**src/rtl/sds_ram.sv**
```systemverilog
`timescale 1ns / 1ps
// ----------------------------------------------------------------------------
// sds_ram
// Simple dual-port RAM: one write port, one read port with registered data.
// ----------------------------------------------------------------------------
module sds_ram #(
    parameter int ADDR_W = 8,
    parameter int DATA_W = 8
) (
    input  logic              i_clk,
    input  logic              i_wr_en,
    input  logic [ADDR_W-1:0] i_wr_addr,
    input  logic [DATA_W-1:0] i_wr_data,
    input  logic              i_rd_en,
    input  logic [ADDR_W-1:0] i_rd_addr,
    output logic [DATA_W-1:0] o_rd_data
);

    logic [DATA_W-1:0] r_mem [2**ADDR_W];
    logic [DATA_W-1:0] r_rd_data;

    always_ff @(posedge i_clk) begin
        if (i_wr_en) begin
            r_mem[i_wr_addr] <= i_wr_data;
        end
        if (i_rd_en) begin
            r_rd_data <= r_mem[i_rd_addr];
        end
    end

    assign o_rd_data = r_rd_data;

endmodule

```
**config.mk**
```make
export PLATFORM = sky130hd
export DESIGN_NAME = sds_ram
export DESIGN_NICKNAME = d
export VERILOG_FILES = /design/src/rtl/sds_ram.sv
export SDC_FILE = /design/constraint.sdc
export NUM_CORES = 2
export LEC_CHECK = 0
export ABC_CLOCK_PERIOD_IN_PS = 3100
export BUFFER_PORTS_ARGS = -buffer_cell sky130_fd_sc_hd__buf_2
export CAP_MARGIN = 40
export CORE_UTILIZATION = 45
export DETAILED_ROUTE_END_ITERATION = 12
export GPL_TIMING_DRIVEN = 0
export PLACE_DENSITY = 0.71
export SLEW_MARGIN = 40
export SYNTH_ARGS = -nofsm -noshare
export SYNTH_HDL_FRONTEND = slang
export SYNTH_SLANG_ARGS = --single-unit
```
**constraint.sdc**
```tcl
create_clock -name i_clk -period 3.1 [get_ports i_clk]
set_input_delay 0.465 -clock i_clk [delete_from_list [all_inputs] [get_ports i_clk]]
set_output_delay 0.465 -clock i_clk [all_outputs]
set_load 0.01 [all_outputs]
```
* Word level (Yosys, flattened, before mapping) *
Memory sizes are Yosys's and may differ from the RTL's. A register that Yosys moved wholly into a read port is not among the register bits.
Index checks and enable logic that the tools add are counted.

word-level totals
  logic and storage cells = 3
  RAM bits = 2048
  memories kept = 1
  input bits = 27
  register bits = 0
  output and inout bits = 8

cells by class
  multiplexer cells = 2

memory list
  name   words  bits a word  rd ports  clocked after memory_dff  write ports  RTL line  source
  r_mem  256    8            1         1                         1            19        logic [DATA_W-1:0] r_mem [2**ADDR_W];

operators by type and width
  kind     count
  $mux W1  2

* Logic depth before layout (Yosys ltp) *
  depth in word-level cells = 2
  depth in mapped cells = 11
  mapped depth without buffers = 6

* Worst setup path after synthesis *
No wires, ideal clock.

  path kind = input port to flip-flop
  from = input i_rd_addr[0]
  to = register r_rd_data[2] (netlist: o_rd_data[2]) (read register of r_mem) (data pin)
  data arrival time = 2.272 ns
  setup slack = 0.559 ns
  path buffers = 4
  required time = 2.831 ns
  cell stages on the path = 9
  setup time = 0.269 ns
  cell sequence = buf_6 -> buf_12 -> buf_8 -> buf_2 -> mux4_2 -> a22oi_1 -> a21oi_1 -> nor4_1 -> nor4_2

RTL lines
  item             RTL line  source
  start, declared  15        input logic [ADDR_W-1:0] i_rd_addr,
  end, declared    20        logic [DATA_W-1:0] r_rd_data;

==> metrics.txt <==
run status=finished, violations left; violated checks=negative setup slack; Worst Path Arrival=3.78 ns; period utilization=105%; sequential area share after synthesis=77.5%; placed instance count=6,142; initial core utilization=45.3%; CP Buf/Inv Count=4; #FFs+latches synth=2,056; Post-Synthesis Cells=3,733; Die Width=423 um; Hold Path Class=input port to register; post-layout util=51.6%; CTS sink cnt=2,056; largest net degree at the start of global routing=113; fin area=90,700 um^2; Worst slew margin=38.3%; top cell type's share of synthesized area=77.5%; Finished Layout Cells=6,517; main area contributors after synthesis=edfxtp_1 (78%), mux4_2 (13%), mux2i_1 (1.7%); most common cell in the netlist=edfxtp_1; maximum fanout along the worst path=10; YS warnings=0; register area=61,700 um^2; vias per cell=6.51; Final Setup Violations=8; number of global-route vias before repair=41,026; CTS tree=done; RSZ-0062 raised after global routing=false; FF-to-FF path depth=5; grt ovf=0; Leak=27.9 nW; met1 usage=34.5%; Max Clock Skew=0.0516 ns; synthesized area=79,600 um^2; maximum vdd drop=0.000566 V; Port Buf Inserts=27; post-synthesis cell type count=54; crit-path cells=buf_2, buf_4, buf_4, clkbuf_2, mux4_2, a22oi_1, a21oi_1, nor4_2, nor4_4; # fillers=13,418; MaxCap Viol Count=0; die area=179,000 um^2; core area=176,000 um^2; Setup CP Type=input port to register; final total power=56.9 mW; Most common cell on crit path=buf_4; Final min period=3.24 ns; Worst Setup End Kind=register; global-route wire length before repair=319,000 um; HPWL after detailed placement=157,000 um; DR vias=42,406; Synth Flop Type=edfxtp_1; WL/cell=35.6 um; Pwr Density=627 nW/um^2; Critical Path RT=3.64 ns; First-pass DRT Iterations=6; DR DRC count=0; routing usage on met2=38.5%; Clock Latency Late Sink=0.84 ns; Layout area overhead=13.9%; Die Ht=423 um; critical path's top delay family=buffers and inverters; Worst path max stage delay=0.78 ns; Hold Path Stages=1; Setup WS post-layout=-0.144 ns; fmax=308 MHz; Post-synth top cells=edfxtp_1 (2,056), mux4_2 (454), nor2_1 (282), mux2i_1 (134), a22oi_1 (133); most used routing layer=met2; DRT antenna net count=0; CP Launch Type=input port; clk slew on worst S/H paths=0.06 ns; CTS Buffer Depth=3; Yosys top cell by area=edfxtp_1; worst slew pin tran=0.918 ns; Final Max Slew Viols=0; slowest cell on the critical path=nor4_2; syn_area_per_cell=21.3 um^2; initial antenna violation count=11; Std-Cell Rows=154; CTS buffer count=197; nets=4,033; placed instance area=84,300 um^2; Clock Tree Root=clkbuf_16; Routed Wire Length=232,000 um; H-tree depth=4; I/O pins=35; CP Depth=9; Hold Worst Slack=0.0310 ns; Post-Syn Nets=3,760; Final Hold Viols=0; share of layout cells above drive strength 1=27.7%; total global-route track usage=25.8%; routing usage on met3=7.83%; Post-synth EDFFs=2,056; placer congestion estimate=0.982; footprint of the multi-input gates=17,100 um^2; 1st-iter DRT viols=7,435; ys async rst share=0%
path summary, 6_finish.rpt:
path	slack, ns	start	end
hold / removal	0.03	i_wr_data[1]	r_mem[193][1]
hold reg to reg	1.37	r_mem[32][5]	o_rd_data[5]
setup reg to reg	0.09	r_mem[235][6]	o_rd_data[6]
setup / recovery	-0.14	i_rd_addr[1]	o_rd_data[0]
cell usage in the layout, fill, tap and decap left out, types with 17 or more instances in the layout:
master     count
edfxtp_1    2056
o22ai_1       28
a21oi_1       91
nor2_1       148
buf_2         66
clkinv_2      38
nor2b_1       30
nand2_1       32
clkbuf_2      63
clkinv_1      54
o221ai_1      46
buf_6         21
nor2_2       134
clkbuf_1     101
buf_8         21
nand3_1       34
mux2i_1      134
clkbuf_16    198
mux4_2       454
nor3_1        17
buf_16        36
a22oi_1      133
buf_4         32
cell families (layout without fill, tap and decap cells):
logic type	after synthesis	in the layout	share of synthesized area (%)
AOI/OAI and AO/OA	385	385	3.42
DFF	2056	2056	77.5
buffers and inverters	235	672	1.83
muxes	591	591	14.6
other	0	7	0
and+or+nand+nor	466	466	2.63
state kept, by name, summed over array words and instances (netlist names):
| signal | cells |
|---|---|
| o_rd_data | 8 |
| r_mem | 2048 |
where the power goes:
group,leakage (nW),internal (mW),switching (mW)
logic,6.45,1.09,2.31
clock network,2.94,12.4,10.4
registers,18.5,30.7,0.0166
total,27.9,44.1,12.8
per-stage QoR:
step           setup WS (ns)  setup TNS, ns
6_report              -0.144         -0.640
5_1_grt              0.00810              0
4_1_cts              -0.0198        -0.0198
3_5_place_dp           -1.47        -184.11
3_3_place_gp           -2.55       -3744.53
2_1_floorplan          0.559              0
per-layer routing:
layer / vias to the layer above / wire, um / share of wire (%)
li1: 16273 / - / -
met4: 4 / 13100 / 5.6
met3: 586 / 32200 / 14
met2: 3445 / 105000 / 45
met5: - / 68 / 0.029
met1: 22098 / 81400 / 35
timing repair:
action,in CTS,in global routing
setup endpoints to repair,8,8
hold buffers,1,0
setup buffers,2,0
resized for setup,34,14
cloned,0,0
pin swaps,1,0
hold endpoints to repair,8,0
worst register-to-register path, cell delays in order (launching register included):
cell      delay, ns
edfxtp_1       0.37
mux4_2         0.56
o311ai_0       0.70
o22ai_1        0.30
nor4_2         0.64
nor4_4         0.17
cell type report:
class | count | area share (%)
Inverter | 2 | 0.00828
Timing Repair Buffer | 75 | 1.44
Multi-Input combinational cell | 1442 | 18.9
Buffer | 232 | 1.71
Antenna cell | 7 | 0.0193
Clock inverter | 113 | 0.937
Sequential cell | 2056 | 68.1
Tap cell | 2340 | 3.23
Clock buffer | 250 | 5.68
Power figures use the tool's default switching activity.
