[config.mk]
export PLATFORM = sky130hd
export DESIGN_NAME = sds_window
export DESIGN_NICKNAME = d
export VERILOG_FILES = /design/src/rtl/sds_pkg.sv /design/src/rtl/sds_window.sv
export SDC_FILE = /design/constraint.sdc
export NUM_CORES = 1
export LEC_CHECK = 0
export BUFFER_PORTS_ARGS = -buffer_cell sky130_fd_sc_hd__buf_2
export CAP_MARGIN = 10
export CORE_ASPECT_RATIO = 1.4
export CORE_MARGIN = 3
export CORE_UTILIZATION = 50
export CTS_CLUSTER_SIZE = 24
export DETAILED_ROUTE_END_ITERATION = 10
export PLACE_DENSITY = 0.69
export SYNTH_ARGS = -nofsm -noshare
export SYNTH_HDL_FRONTEND = slang
export SYNTH_SLANG_ARGS = --single-unit
[constraint.sdc]
create_clock -name i_clk -period 5.4 [get_ports i_clk]
set_input_delay 1.08 -clock i_clk [delete_from_list [all_inputs] [get_ports i_clk]]
set_output_delay 1.08 -clock i_clk [all_outputs]
set_load 0.05 [all_outputs]
[src/rtl/sds_pkg.sv]
`timescale 1ns / 1ps
// ----------------------------------------------------------------------------
// sds_pkg
// Shared sizes, types and register codes of the strided 3-D local maximum
// seeder: volume limits, buffer address widths and the voxel type.
// ----------------------------------------------------------------------------
package sds_pkg;

    localparam int MAX_WIDTH  = 256;
    localparam int MAX_HEIGHT = 256;

    localparam int VOX_W      = 8;
    localparam int DIM_W      = 9;
    localparam int DEPTH_W    = 16;
    localparam int STEP_W     = 8;
    localparam int LABEL_W    = 8;
    localparam int CFG_IDX_W  = 3;
    localparam int CFG_DATA_W = 16;

    localparam int X_W = $clog2(MAX_WIDTH);
    localparam int Y_W = $clog2(MAX_HEIGHT);
    localparam int Z_W = DEPTH_W;

    localparam int LINE_AW  = $clog2(MAX_WIDTH);
    localparam int PLANE_AW = $clog2(MAX_WIDTH * MAX_HEIGHT);
    localparam int CNT_W    = PLANE_AW;
    localparam int AREA_W   = $clog2(MAX_WIDTH * MAX_HEIGHT + 1);
    localparam int LAG_W    = $clog2(MAX_WIDTH * MAX_HEIGHT + MAX_WIDTH + 2);

    // window rows: row a*3+b carries the stream delayed by a planes and b lines
    localparam int N_ROWS     = 9;
    localparam int CENTER_ROW = 4;

    localparam logic [LABEL_W:0] LABEL_LIMIT = {1'b0, {LABEL_W{1'b1}}};

    localparam int RST_WIDTH  = 256;
    localparam int RST_HEIGHT = 256;
    localparam int RST_DEPTH  = 256;
    localparam int RST_STEP   = 1;
    localparam int RST_W_EFF  = (RST_WIDTH > MAX_WIDTH) ? MAX_WIDTH : RST_WIDTH;
    localparam int RST_H_EFF  = (RST_HEIGHT > MAX_HEIGHT) ? MAX_HEIGHT : RST_HEIGHT;
    localparam int RST_AREA   = RST_W_EFF * RST_H_EFF;
    localparam int RST_LAG    = RST_AREA + RST_W_EFF + 1;

    typedef logic [VOX_W-1:0] t_voxel;

    typedef enum logic [CFG_IDX_W-1:0] {
        CFG_VOLUME_WIDTH,
        CFG_VOLUME_HEIGHT,
        CFG_VOLUME_DEPTH,
        CFG_STEP_X,
        CFG_STEP_Y,
        CFG_STEP_Z
    } t_cfg_reg;

endpackage

[src/rtl/sds_window.sv]
`timescale 1ns / 1ps
// ----------------------------------------------------------------------------
// sds_window
// 3x3x3 voxel window: two taps per row stream and a strict-maximum test of
// the centre voxel against its 26 neighbours.
// ----------------------------------------------------------------------------
module sds_window
    import sds_pkg::*;
(
    input  logic   i_clk,
    input  logic   i_shift,
    input  t_voxel i_rows [N_ROWS],
    output logic   o_is_max
);

    t_voxel r_tap1 [N_ROWS];
    t_voxel r_tap2 [N_ROWS];
    t_voxel center;
    logic   is_max;

    always_ff @(posedge i_clk) begin
        if (i_shift) begin
            for (int r = 0; r < N_ROWS; r++) begin
                r_tap2[r] <= r_tap1[r];
                r_tap1[r] <= i_rows[r];
            end
        end
    end

    always_comb begin
        center = r_tap1[CENTER_ROW];
        is_max = (center != '0);
        for (int r = 0; r < N_ROWS; r++) begin
            if (i_rows[r] >= center) begin
                is_max = 1'b0;
            end
            if (r_tap2[r] >= center) begin
                is_max = 1'b0;
            end
            if (r != CENTER_ROW && r_tap1[r] >= center) begin
                is_max = 1'b0;
            end
        end
    end

    assign o_is_max = is_max;

endmodule

# Yosys cells after proc, flatten, opt, wreduce, memory -nomap -nowiden
# Memories as Yosys holds them, arrays and structs flattened.
# Cells that the tools add are included.
[totals]
in_bits = 74
output_inout_bits = 1
memories = 2
ramBits = 144
wordCells = 57
regBits = 0
[classes]
mux = 28
reduce_logical = 1
magnitude_cmp = 26
[memory_table]
columns = ["name", "depth", "width", "read_ports", "rd_clocked_by_memory_dff", "write_ports", "line", "source"]
rows = [
  ["r_tap1", 9, 8, 9, 0, 9, "sds_window.sv:16", "t_voxel r_tap1 [N_ROWS];"],
  ["r_tap2", 9, 8, 9, 0, 9, "sds_window.sv:17", "t_voxel r_tap2 [N_ROWS];"],
]
[ops]
columns = ["op", "n"]
rows = [
  ["greater-or-equal comparator 8 bit", 26],
  ["two-way mux 1 bit", 28],
  ["nonzero test 8 bit", 1],
]

# Depth between registers and ports, before layout
# Gate-level depths: netlist of the first run.
[depth]
word_depth = 27
depth_mapped = 9
depth_no_buf = 9

# Least setup slack after synthesis of the first run
# OpenSTA, ideal clock, no wires.
[synth_timing]
path_kind = "in2out"
start = "input port i_rows[20] (netlist name)"
end = "output port o_is_max"
slack_ns = 1.344
arrival_ns = 2.976
cell_stages = 8
n_path_buf = 0
cell_sequence = "ha_1 -> a21oi_1 -> nor2_1 -> a21oi_1 -> o221ai_1 -> or4_1 -> nor4_1 -> and4_1"
[synth_between]
elab_chain_cells = 10
[synth_lines]
columns = ["element", "line", "source"]
rows = [
  ["from (decl)", "sds_window.sv:12", "input t_voxel i_rows [N_ROWS],"],
  ["greater-or-equal comparator 8 bit", "sds_window.sv:34", "if (i_rows[r] >= center) begin"],
  ["two-way mux 1 bit", "sds_window.sv:34", ""],
  ["two-way mux 1 bit", "sds_window.sv:37", "if (r_tap2[r] >= center) begin"],
  ["two-way mux 1 bit", "sds_window.sv:40", "if (r != CENTER_ROW && r_tap1[r] >= center) begin"],
  ["two-way mux 1 bit", "sds_window.sv:34", ""],
  ["two-way mux 1 bit", "sds_window.sv:37", ""],
  ["two-way mux 1 bit", "sds_window.sv:40", ""],
  ["two-way mux 1 bit", "sds_window.sv:34", ""],
  ["two-way mux 1 bit", "sds_window.sv:37", ""],
  ["two-way mux 1 bit", "sds_window.sv:40", ""],
  ["to (decl)", "sds_window.sv:13", "output logic o_is_max"],
]
# Every way passes these cells.

==> flow_summary.toml, run 1 <==
[cts]
cts_root_buf = "clkbuf_16"
ctsLongestPathBuffers = 2
cts_setup_buffers = 0
tritoncts = "done"
clk_pin_slew_ns = 0.06
post_cts_resized = 0
clock_sinks = 144
ctsHoldBuffers = 0
htreeDepth = 4
numCtsBuffers = 17
worstSkewPairLatency_ns = 0.42

[yosys]
synth_edf_count = 144
netlist_instances = 648
synth_top_area_cell = "edfxtp_1"
synthFlopType = "edfxtp_1"
avgSynthCellArea_sq_um = 13.3
synth_top_area_frac = 0.501
syn-num-nets = 930
ys_types = 38
yosys_warnings = 0
synthTopCellsByArea = "edfxtp_1 50%, ha_1 30%, a21oi_1 2.5%, a21o_1 2.4%, nand3_1 1.8%"
synthArstFlopShare = 0
ys_seq_area_frac = 0.501
synth-seq-cells = 144
synthesis.area_sq_mm = 0.00864

[floorplan]
dieArea_sq_mm = 0.0189
start_util = 0.512
fp-row-count = 56
core_area_sq_mm = 0.0169
die_x_microns = 117
dieHeight_microns = 162
top_level_ports = 75

[grt]
grt_pass1_wl_microns = 31700
grt_max_degree = 116
track_usage = 0.225
antenna_found_initial = 0
grt_overflow = 0
grt_pass1_vias = 6122

[setup_path]
critPathBufInv = 3
endpoint_kind = "output pin"
r2r_setup_slack_ns = 4.19
r2r-end = "r_tap2[0][32]"
critical_path.cell_chain = "inv_1, buf_4, ha_1, a22oi_1, nand4_1, nor4_1, nand4_1, nor4_1, and4_1, buf_2"
crit_family = "simple AND/OR/NAND/NOR gates"
critPathMaxStageDelay_ns = 0.59
cp.required_ns = 4.32
path_class = "reg -> out"
r2r_cells = 1
cp-start-kind = "flip-flop"
path_max_fanout = 22
r2r_start = "r_tap1[0][32]"
critPathSlowestCell = "inv_1"
arrival_ns = 3.83

[timing]
period_share = 0.909
finalWorstSetupSlack_ns = 0.489
fmaxAchievable_ghz = 0.204
hold_ws_ns = 0.450
relSlewSlack = 0.283
slew_violations = 0
period_minus_slack_ns = 4.91
setup_tns_ns = 0
skew_ns = 0.00581
grt_setup_unrepaired = "no"
worst_slew_pin_slew_ns = 1.08
setup_violations = 0
hold_viol = 0

[drt]
wire_per_inst_microns = 20.5
drt_iter0_markers = 399
drt_pre_antenna_iters = 6
ant_nets = 0
drt_wl_total_microns = 20500
drc_errors = 0
vias = 5879
avgViaCountPerCell = 5.88

[power_and_ir_drop]
ir_drop_mv = 0.242
power_mw = 3.06
p_leak_nw = 4.40
powerDensity_mw_per_mm2 = 307

[cells_and_area]
fin_util = 0.591
antenna_cells = 0
nFillCells = 1391
finalNetCount = 1036
area_growth_pct = 15.5
layout-drive-gt1-share = 0.162

[place]
post-place-ws_ns = 1.01
gp_congestion = 0.946
dpl.hpwl_microns = 15700
numPortBuffers = 74

[hold_path]
hold_class = "reg -> reg"
whs_path_depth = 0
min_from = "r_tap1[0][10]"
hold_path_end = "r_tap2[0][10]"

[run]
cap_viol_max_count = 0

[outcome]
outcome = "completed"
## worst max path at each step
stage               slack (ns)        to  depth (start not counted)           from
finish                    0.49  o_is_max                         10  r_tap1[0][39]
global route              0.32  o_is_max                         10  r_tap1[0][38]
CTS                       0.51  o_is_max                         10  r_tap1[0][39]
detailed placement        1.01  o_is_max                         10     i_rows[23]
global placement          1.05  o_is_max                         10     i_rows[20]
floorplan                 1.34  o_is_max                          8     i_rows[20]
## registers in the layout, indices dropped and copies added (netlist names)
name / flops
r_tap2: 72
r_tap1: 72
## cells by family (layout without fill, tap and decap cells)
logic type,count (synthesis),after routing,share of synthesized area
buf+inv,34,153,0.0148
simple gates,135,135,0.0857
fa+ha+maj,208,208,0.301
compound gates,127,127,0.0978
flops,144,144,0.501
## cell type report
cell class | count | area (sq um) | share of cell area
inverter | 34 | 128 | 0.0128
sequential | 144 | 4320 | 0.433
tap | 232 | 290 | 0.0291
clock inverter | 15 | 146 | 0.0147
clock buffer | 17 | 425 | 0.0426
timing repair buffer | 87 | 474 | 0.0475
multi-input combinational | 470 | 4190 | 0.420
## routing by layer
metal | vias up | GRT usage | wire length (microns)
met5 | - | 0 | 0
met4 | 0 | 0.0835 | 546
met3 | 30 | 0.0427 | 1060
met2 | 208 | 0.383 | 10400
met1 | 2841 | 0.280 | 8470
li1 | 2800 | - | -
## cells in the mapped netlist, types with 4 or more instances
| cell type | instances |
|---|---|
| inv_1 | 34 |
| nand3_1 | 31 |
| and4_1 | 4 |
| edfxtp_1 | 144 |
| o21ai_0 | 6 |
| o22ai_1 | 8 |
| nor3_1 | 6 |
| o211ai_1 | 5 |
| nand4_1 | 14 |
| nor4_1 | 13 |
| nor2_1 | 6 |
| a21o_1 | 28 |
| ha_1 | 208 |
| nand2_1 | 26 |
| a211oi_1 | 5 |
| o2111ai_1 | 4 |
| a21oi_1 | 44 |
| nand2b_1 | 24 |
| a22oi_1 | 10 |
## power by group
group	internal (mW)	switching (mW)
clock network	0.675	0.468
logic	0.228	0.318
registers	1.33	0.0429
## metrics by stage
step,area (sq um),cells
2_1_floorplan,8640,648
3_3_place_gp,9400,967
6_report,9980,999
5_1_grt,9980,999
4_1_cts,9980,999
3_5_place_dp,9400,967
## cell usage in the layout, fill, tap and decap left out, types with 4 or more instances in the layout
cell          n
a211oi_1      5
a21o_1       28
a21oi_1      44
a22oi_1      10
and4_1        4
buf_2        73
buf_4        13
clkbuf_16    17
clkinv_2      6
clkinvlp_4    4
edfxtp_1    144
ha_1        208
inv_1        34
nand2_1      26
nand2b_1     24
nand3_1      31
nand4_1      14
nor2_1        6
nor3_1        6
nor4_1       13
o2111ai_1     4
o211ai_1      5
o21ai_0       6
o22ai_1       8
Note: power is estimated with default switching activity, not from simulation.
==> run 2: changes to the inputs <==
Settings changed: ABC_AREA from default to 1, CORE_MARGIN 3 to default, PLACE_DENSITY 0.69 to 0.68.
==> run 2 against run 1 <==
Effect of this change: area after synthesis increased by 7.1%; routed wire length shrank 14%; via count is 5.3% higher; power up 0.99%; sequential share of layout area decreased by 2.4 points; clock skew up 0.0012 ns; worst hold slack worse by 0.0019 ns.
==> flow_summary.toml, run 2 <==
[outcome]
outcome = "completed"

[timing]
fmaxAchievable_ghz = 0.230
period_share = 0.804
skew_ns = 0.00699
grt_setup_unrepaired = "no"
worst_slew_pin_slew_ns = 1.18
slew_violations = 0
hold_ws_ns = 0.449
setup_violations = 0
period_minus_slack_ns = 4.34
relSlewSlack = 0.215
hold_viol = 0
setup_tns_ns = 0

[yosys]
avgSynthCellArea_sq_um = 10.1
synth_top_area_cell = "edfxtp_1"
synth_edf_count = 144
synth_most_common_cell = "nand2_1"
synth-seq-cells = 144
synth_simple_gate_area_frac = 0.144
synthXorXnorAreaFrac = 0
synthFlopType = "edfxtp_1"
synth_mux_area_frac = 0
syn-num-nets = 1202
synth_top_family_by_area = "adder cells"
synth_fa_ha_area_frac = 0.281
ys_seq_area_frac = 0.468
netlist_instances = 920
synthTopCellsByArea = "edfxtp_1 47%, ha_1 28%, nand2_1 11%, inv_1 7.2%, a21oi_1 1.4%"
synthArstFlopShare = 0
synth_commonest_cells = "281 x nand2_1, 208 x ha_1, 178 x inv_1"
synth_compound_area_frac = 0.0340
ys_types = 24
yosys_warnings = 0
synthesis.area_sq_mm = 0.00925
synth_top_area_frac = 0.468

[cts]
cts_root_buf = "clkbuf_16"
ctsLongestPathBuffers = 2
worstSkewPairLatency_ns = 0.42
post_cts_resized = 0
clock_sinks = 144
htreeDepth = 4
ctsHoldBuffers = 0
tritoncts = "done"
cts_setup_buffers = 0
clk_pin_slew_ns = 0.06
numCtsBuffers = 17

[setup_path]
r2r_start = "r_tap1[0][32]"
critPathBufInv = 2
cp-start-kind = "flip-flop"
r2r-end = "r_tap2[0][32]"
critPathSlowestCell = "inv_1"
cp.required_ns = 4.32
critical_path.cell_chain = "inv_1, ha_1, nand2_1, nand2_1, nor2_1, nand4_1, nor2_1, nand2_1, nor2_1, nand2_1, nor2_1, nand2_1, nor2_2, nand2_1, nor2_1, buf_2"
arrival_ns = 3.26
critPathMaxStageDelay_ns = 0.63
r2r_setup_slack_ns = 4.37
path_class = "reg -> out"
crit_family = "simple AND/OR/NAND/NOR gates"
crit_top_cell = "nand2_1"
endpoint_kind = "output pin"
path_max_fanout = 26
r2r_cells = 1

[grt]
track_usage = 0.206
grt_max_degree = 110
grt_pass1_wl_microns = 29500
grt_pass1_vias = 6263
grt_overflow = 0
antenna_found_initial = 0

[place]
numPortBuffers = 74
placed_area_sq_mm = 0.00998
dpl.hpwl_microns = 12700
gp_congestion = 0.798

[drt]
avgViaCountPerCell = 4.86
drc_errors = 0
drt_iter0_markers = 389
drt_pre_antenna_iters = 4
vias = 6190
drt_wl_total_microns = 17600
ant_nets = 0
wire_per_inst_microns = 13.8

[floorplan]
dieArea_sq_mm = 0.0191
top_level_ports = 75
die_x_microns = 117
start_util = 0.512
fp-row-count = 58
core_area_sq_mm = 0.0181
dieHeight_microns = 163

[cells_and_area]
antenna_cells = 0
finalNetCount = 1302
layout-drive-gt1-share = 0.110
area_growth_pct = 14.1
mostFrequentLayoutCells = "281 x nand2_1, 208 x ha_1, 178 x inv_1"
final_common_cell = "nand2_1"
reg.largest.list = "r_tap1 x72, r_tap2 x72"
stdcell_area_sq_mm = 0.0106

[hold_path]
hold_class = "reg -> reg"
whs_path_depth = 0
hold_path_end = "r_tap2[0][48]"
min_from = "r_tap1[0][48]"

[power_and_ir_drop]
ir_drop_mv = 0.206
p_int_mw = 2.27
p_leak_nw = 5.42
power_frac_clock = 0.377
seqPwrFrac = 0.441
powerDensity_mw_per_mm2 = 293
netSwitchingPower_mw = 0.826
pwr-share-comb = 0.182
switching_share = 0.267

[run]
cap_viol_max_count = 0
## run 2: cell types whose count changed after synthesis, moves of 7 or more
cell,before,now
a21oi_1,44,25
inv_1,34,178
a22oi_1,10,0
a21o_1,28,0
nand2_1,26,281
o22ai_1,8,0
nor2_1,6,18
o21ai_1,0,19
nand3_1,31,9
nor4_1,13,4
a21boi_0,0,7
nand2b_1,24,0
## run 2: kinds of logic (layout without fill, tap and decap cells)
group,count (synthesis),in the layout
AND/OR/NAND/NOR,332,332
adder cells (fa/ha/maj),208,208
buffers and inverters,179,292
flip-flops,144,144
AO/OA/AOI/OAI,57,57
## run 2: worst max path at each step
stage	from	endpoint	slack [ns]	cells past startpoint
finish	r_tap1[0][39]	o_is_max	1.06	16
floorplan	i_rows[15]	o_is_max	1.53	14
global route	r_tap1[0][39]	o_is_max	0.70	16
detailed placement	i_rows[31]	o_is_max	1.40	16
CTS	r_tap1[0][33]	o_is_max	1.02	19
global placement	i_rows[31]	o_is_max	1.41	16
## run 2: stage by stage
step,power [mW],cells,worst slack [ns],utilization
after floorplan,1.76,920,1.53,-
final,3.09,1273,1.06,0.584
after detailed placement,1.95,1241,1.40,0.552
after CTS,3.12,1273,1.02,0.584
after global placement,1.93,1241,1.41,0.552
after global routing,3.28,1273,0.705,0.584
## run 2: power by group through the flow
stage	sequential [mW]	combinational [mW]	clock, mW
after floorplan	1.38	0.377	0
after global placement	1.38	0.547	0
after detailed placement	1.39	0.567	0
after CTS	1.37	0.574	1.19
after global routing	1.37	0.678	1.23
final	1.36	0.563	1.16
## run 2: area by class of cell
cell class | instances | area (sq um)
fillers | 1572 | 7510
flip-flops and latches | 144 | 4320
multi-input cells | 597 | 4250
inverters | 179 | 672
clock buffers | 18 | 429
repair buffers | 81 | 429
well taps | 240 | 300
clock inverters | 14 | 148
## run 2: routing by layer
metal | track usage | part of all wire | vias to the layer above | wire (microns)
li1 | - | - | 3263 | -
met1 | 0.257 | 0.45 | 2806 | 7900
met2 | 0.356 | 0.50 | 105 | 8900
met3 | 0.0350 | 0.030 | 16 | 537
met4 | 0.0702 | 0.017 | 0 | 298
met5 | 0 | 0 | - | 0
==> run 3: changes to the inputs <==
Settings changed: PLACE_DENSITY 0.68 to 0.71.
Clock period 5.4 ns to 3.8 ns, I/O delays scaled along.
==> run 3 against run 2 <==
Effect of this change: clock-buffer cell count fell by 1; worst hold slack got worse by 0.0013 ns; critical path depth fell by 1; critical endpoint unchanged; first-iteration DRC count fell by 33%; largest power group unchanged; final area rose by 2.1%; sequential share of layout area fell by 0.86 points; worst setup slack got worse by 0.85 ns.
==> flow_summary.toml, run 3 (synthesis results as in run 2) <==
[cts]
htreeDepth = 4
tritoncts = "done"
clk_pin_slew_ns = 0.06
ctsLongestPathBuffers = 2
clock_sinks = 144
ctsHoldBuffers = 0
worstSkewPairLatency_ns = 0.42
cts_root_buf = "clkbuf_16"
numCtsBuffers = 17

[setup_path]
endpoint_kind = "output pin"
r2r_start = "r_tap1[0][32]"
r2r-end = "r_tap2[0][32]"
path_max_fanout = 26
path_class = "reg -> out"
cp-start-kind = "flip-flop"
cp.required_ns = 3.04
r2r_setup_slack_ns = 2.84
crit_start = "r_tap1[0][39]"
arrival_ns = 2.83
r2r_cells = 1

[power_and_ir_drop]
powerDensity_mw_per_mm2 = 424
ir_drop_mv = 0.333
p_leak_nw = 5.52

[grt]
antenna_found_initial = 1
grt_pass1_wl_microns = 30400
grt_max_degree = 65
grt_overflow = 0
track_usage = 0.214
grt_pass1_vias = 6376

[cells_and_area]
finalNetCount = 1314
final_common_cell = "nand2_1"
antenna_cells = 0
nFillCells = 1503
area_growth_pct = 16.6
reg.largest.list = "r_tap1 x72, r_tap2 x72"
layout-drive-gt1-share = 0.126
mostFrequentLayoutCells = "281 x nand2_1, 208 x ha_1, 176 x inv_1"

[floorplan]
start_util = 0.512
die_x_microns = 117
fp-row-count = 58
dieHeight_microns = 163
dieArea_sq_mm = 0.0191
core_area_sq_mm = 0.0181
top_level_ports = 75

[place]
numPortBuffers = 74
dpl.hpwl_microns = 13500
gp_congestion = 0.817

[drt]
drc_errors = 0
drt_wl_total_microns = 18300
drt_iter0_markers = 260
ant_nets = 0
drt_pre_antenna_iters = 5
vias = 6307
wire_per_inst_microns = 14.3
avgViaCountPerCell = 4.92

[timing]
period_share = 0.944
setup_tns_ns = 0
fmaxAchievable_ghz = 0.279
grt_setup_unrepaired = "no"
period_minus_slack_ns = 3.59
worst_slew_pin_slew_ns = 0.621
relSlewSlack = 0.586
setup_violations = 0
skew_ns = 0.00640
hold_ws_ns = 0.447
hold_viol = 0
slew_violations = 0

[hold_path]
hold_class = "reg -> reg"
hold_path_end = "r_tap2[0][16]"
whs_path_depth = 0
min_from = "r_tap1[0][16]"

[run]
cap_viol_max_count = 0

[outcome]
outcome = "completed"
## run 3: cell count changes in the layout (fill, tap and decap cells not counted), sizes merged
cell      delta
inv          -2
clkbuf       -1
bufinv       +2
clkinv       -3
clkinvlp     +2
buf         +12
## run 3: through the flow
step / power, mW / util / std cells / worst slack [ns] / area, sq um
after detailed placement: 2.80 / 0.558 / 1249 / 0.344 / 10100
after global placement: 2.77 / 0.558 / 1249 / 0.348 / 10100
final: 4.57 / 0.597 / 1283 / 0.213 / 10800
after CTS: 4.61 / 0.595 / 1281 / 0.0152 / 10700
after floorplan: 2.49 / - / 920 / 0.385 / 9250
after global routing: 4.83 / 0.597 / 1283 / 0.0178 / 10800
## run 3: power breakdown
group / leakage [nW] / internal, mW / switching, mW
clock: 0.297 / 1.15 / 0.641
combinational: 3.81 / 0.340 / 0.498
sequential: 1.41 / 1.89 / 0.0531
total: 5.52 / 3.38 / 1.19
## run 3: worst max-delay path: stages, from the launching register on
cell and delay [ns]:
edfxtp_1 0.44, inv_1 0.11, buf_8 0.20, ha_1 0.29, nand2_1 0.08, nand4_1 0.15
nor3_2 0.23, nand2_1 0.09, nor2_1 0.09, nand2_1 0.08, nor2_1 0.09, nand2_1 0.06
nor2_2 0.07, nand2_1 0.06, nor2_2 0.17, buf_6 0.18
## run 3: cell type report
| type | count | area (sq um) | share of cell area |
|---|---|---|---|
| Sequential cell | 144 | 4320 | 0.401 |
| Multi-Input combinational cell | 597 | 4260 | 0.395 |
| Inverter | 179 | 679 | 0.0630 |
| Timing Repair Buffer | 93 | 596 | 0.0552 |
| Clock buffer | 17 | 425 | 0.0395 |
| Tap cell | 240 | 300 | 0.0279 |
| Clock inverter | 13 | 195 | 0.0181 |
## run 3: worst max path at each step
stage	cells past startpoint	slack [ns]	to
finish	15	0.21	o_is_max
global route	18	0.02	o_is_max
CTS	15	0.02	o_is_max
detailed placement	14	0.34	o_is_max
global placement	14	0.35	o_is_max
floorplan	15	0.39	o_is_max
## run 3: timing repair
| item | in CTS | in global routing |
|---|---|---|
| pin swaps | 0 | 0 |
| setup endpoints to repair | 1 | 1 |
| setup buffers | 2 | 2 |
| resized for setup | 3 | 5 |
## run 3: layer usage
metal	GRT usage	vias up	part of all wire
li1	-	3284	-
met1	0.254	2886	0.44
met2	0.381	110	0.51
met3	0.0313	27	0.032
met4	0.0898	0	0.025
met5	0	-	0
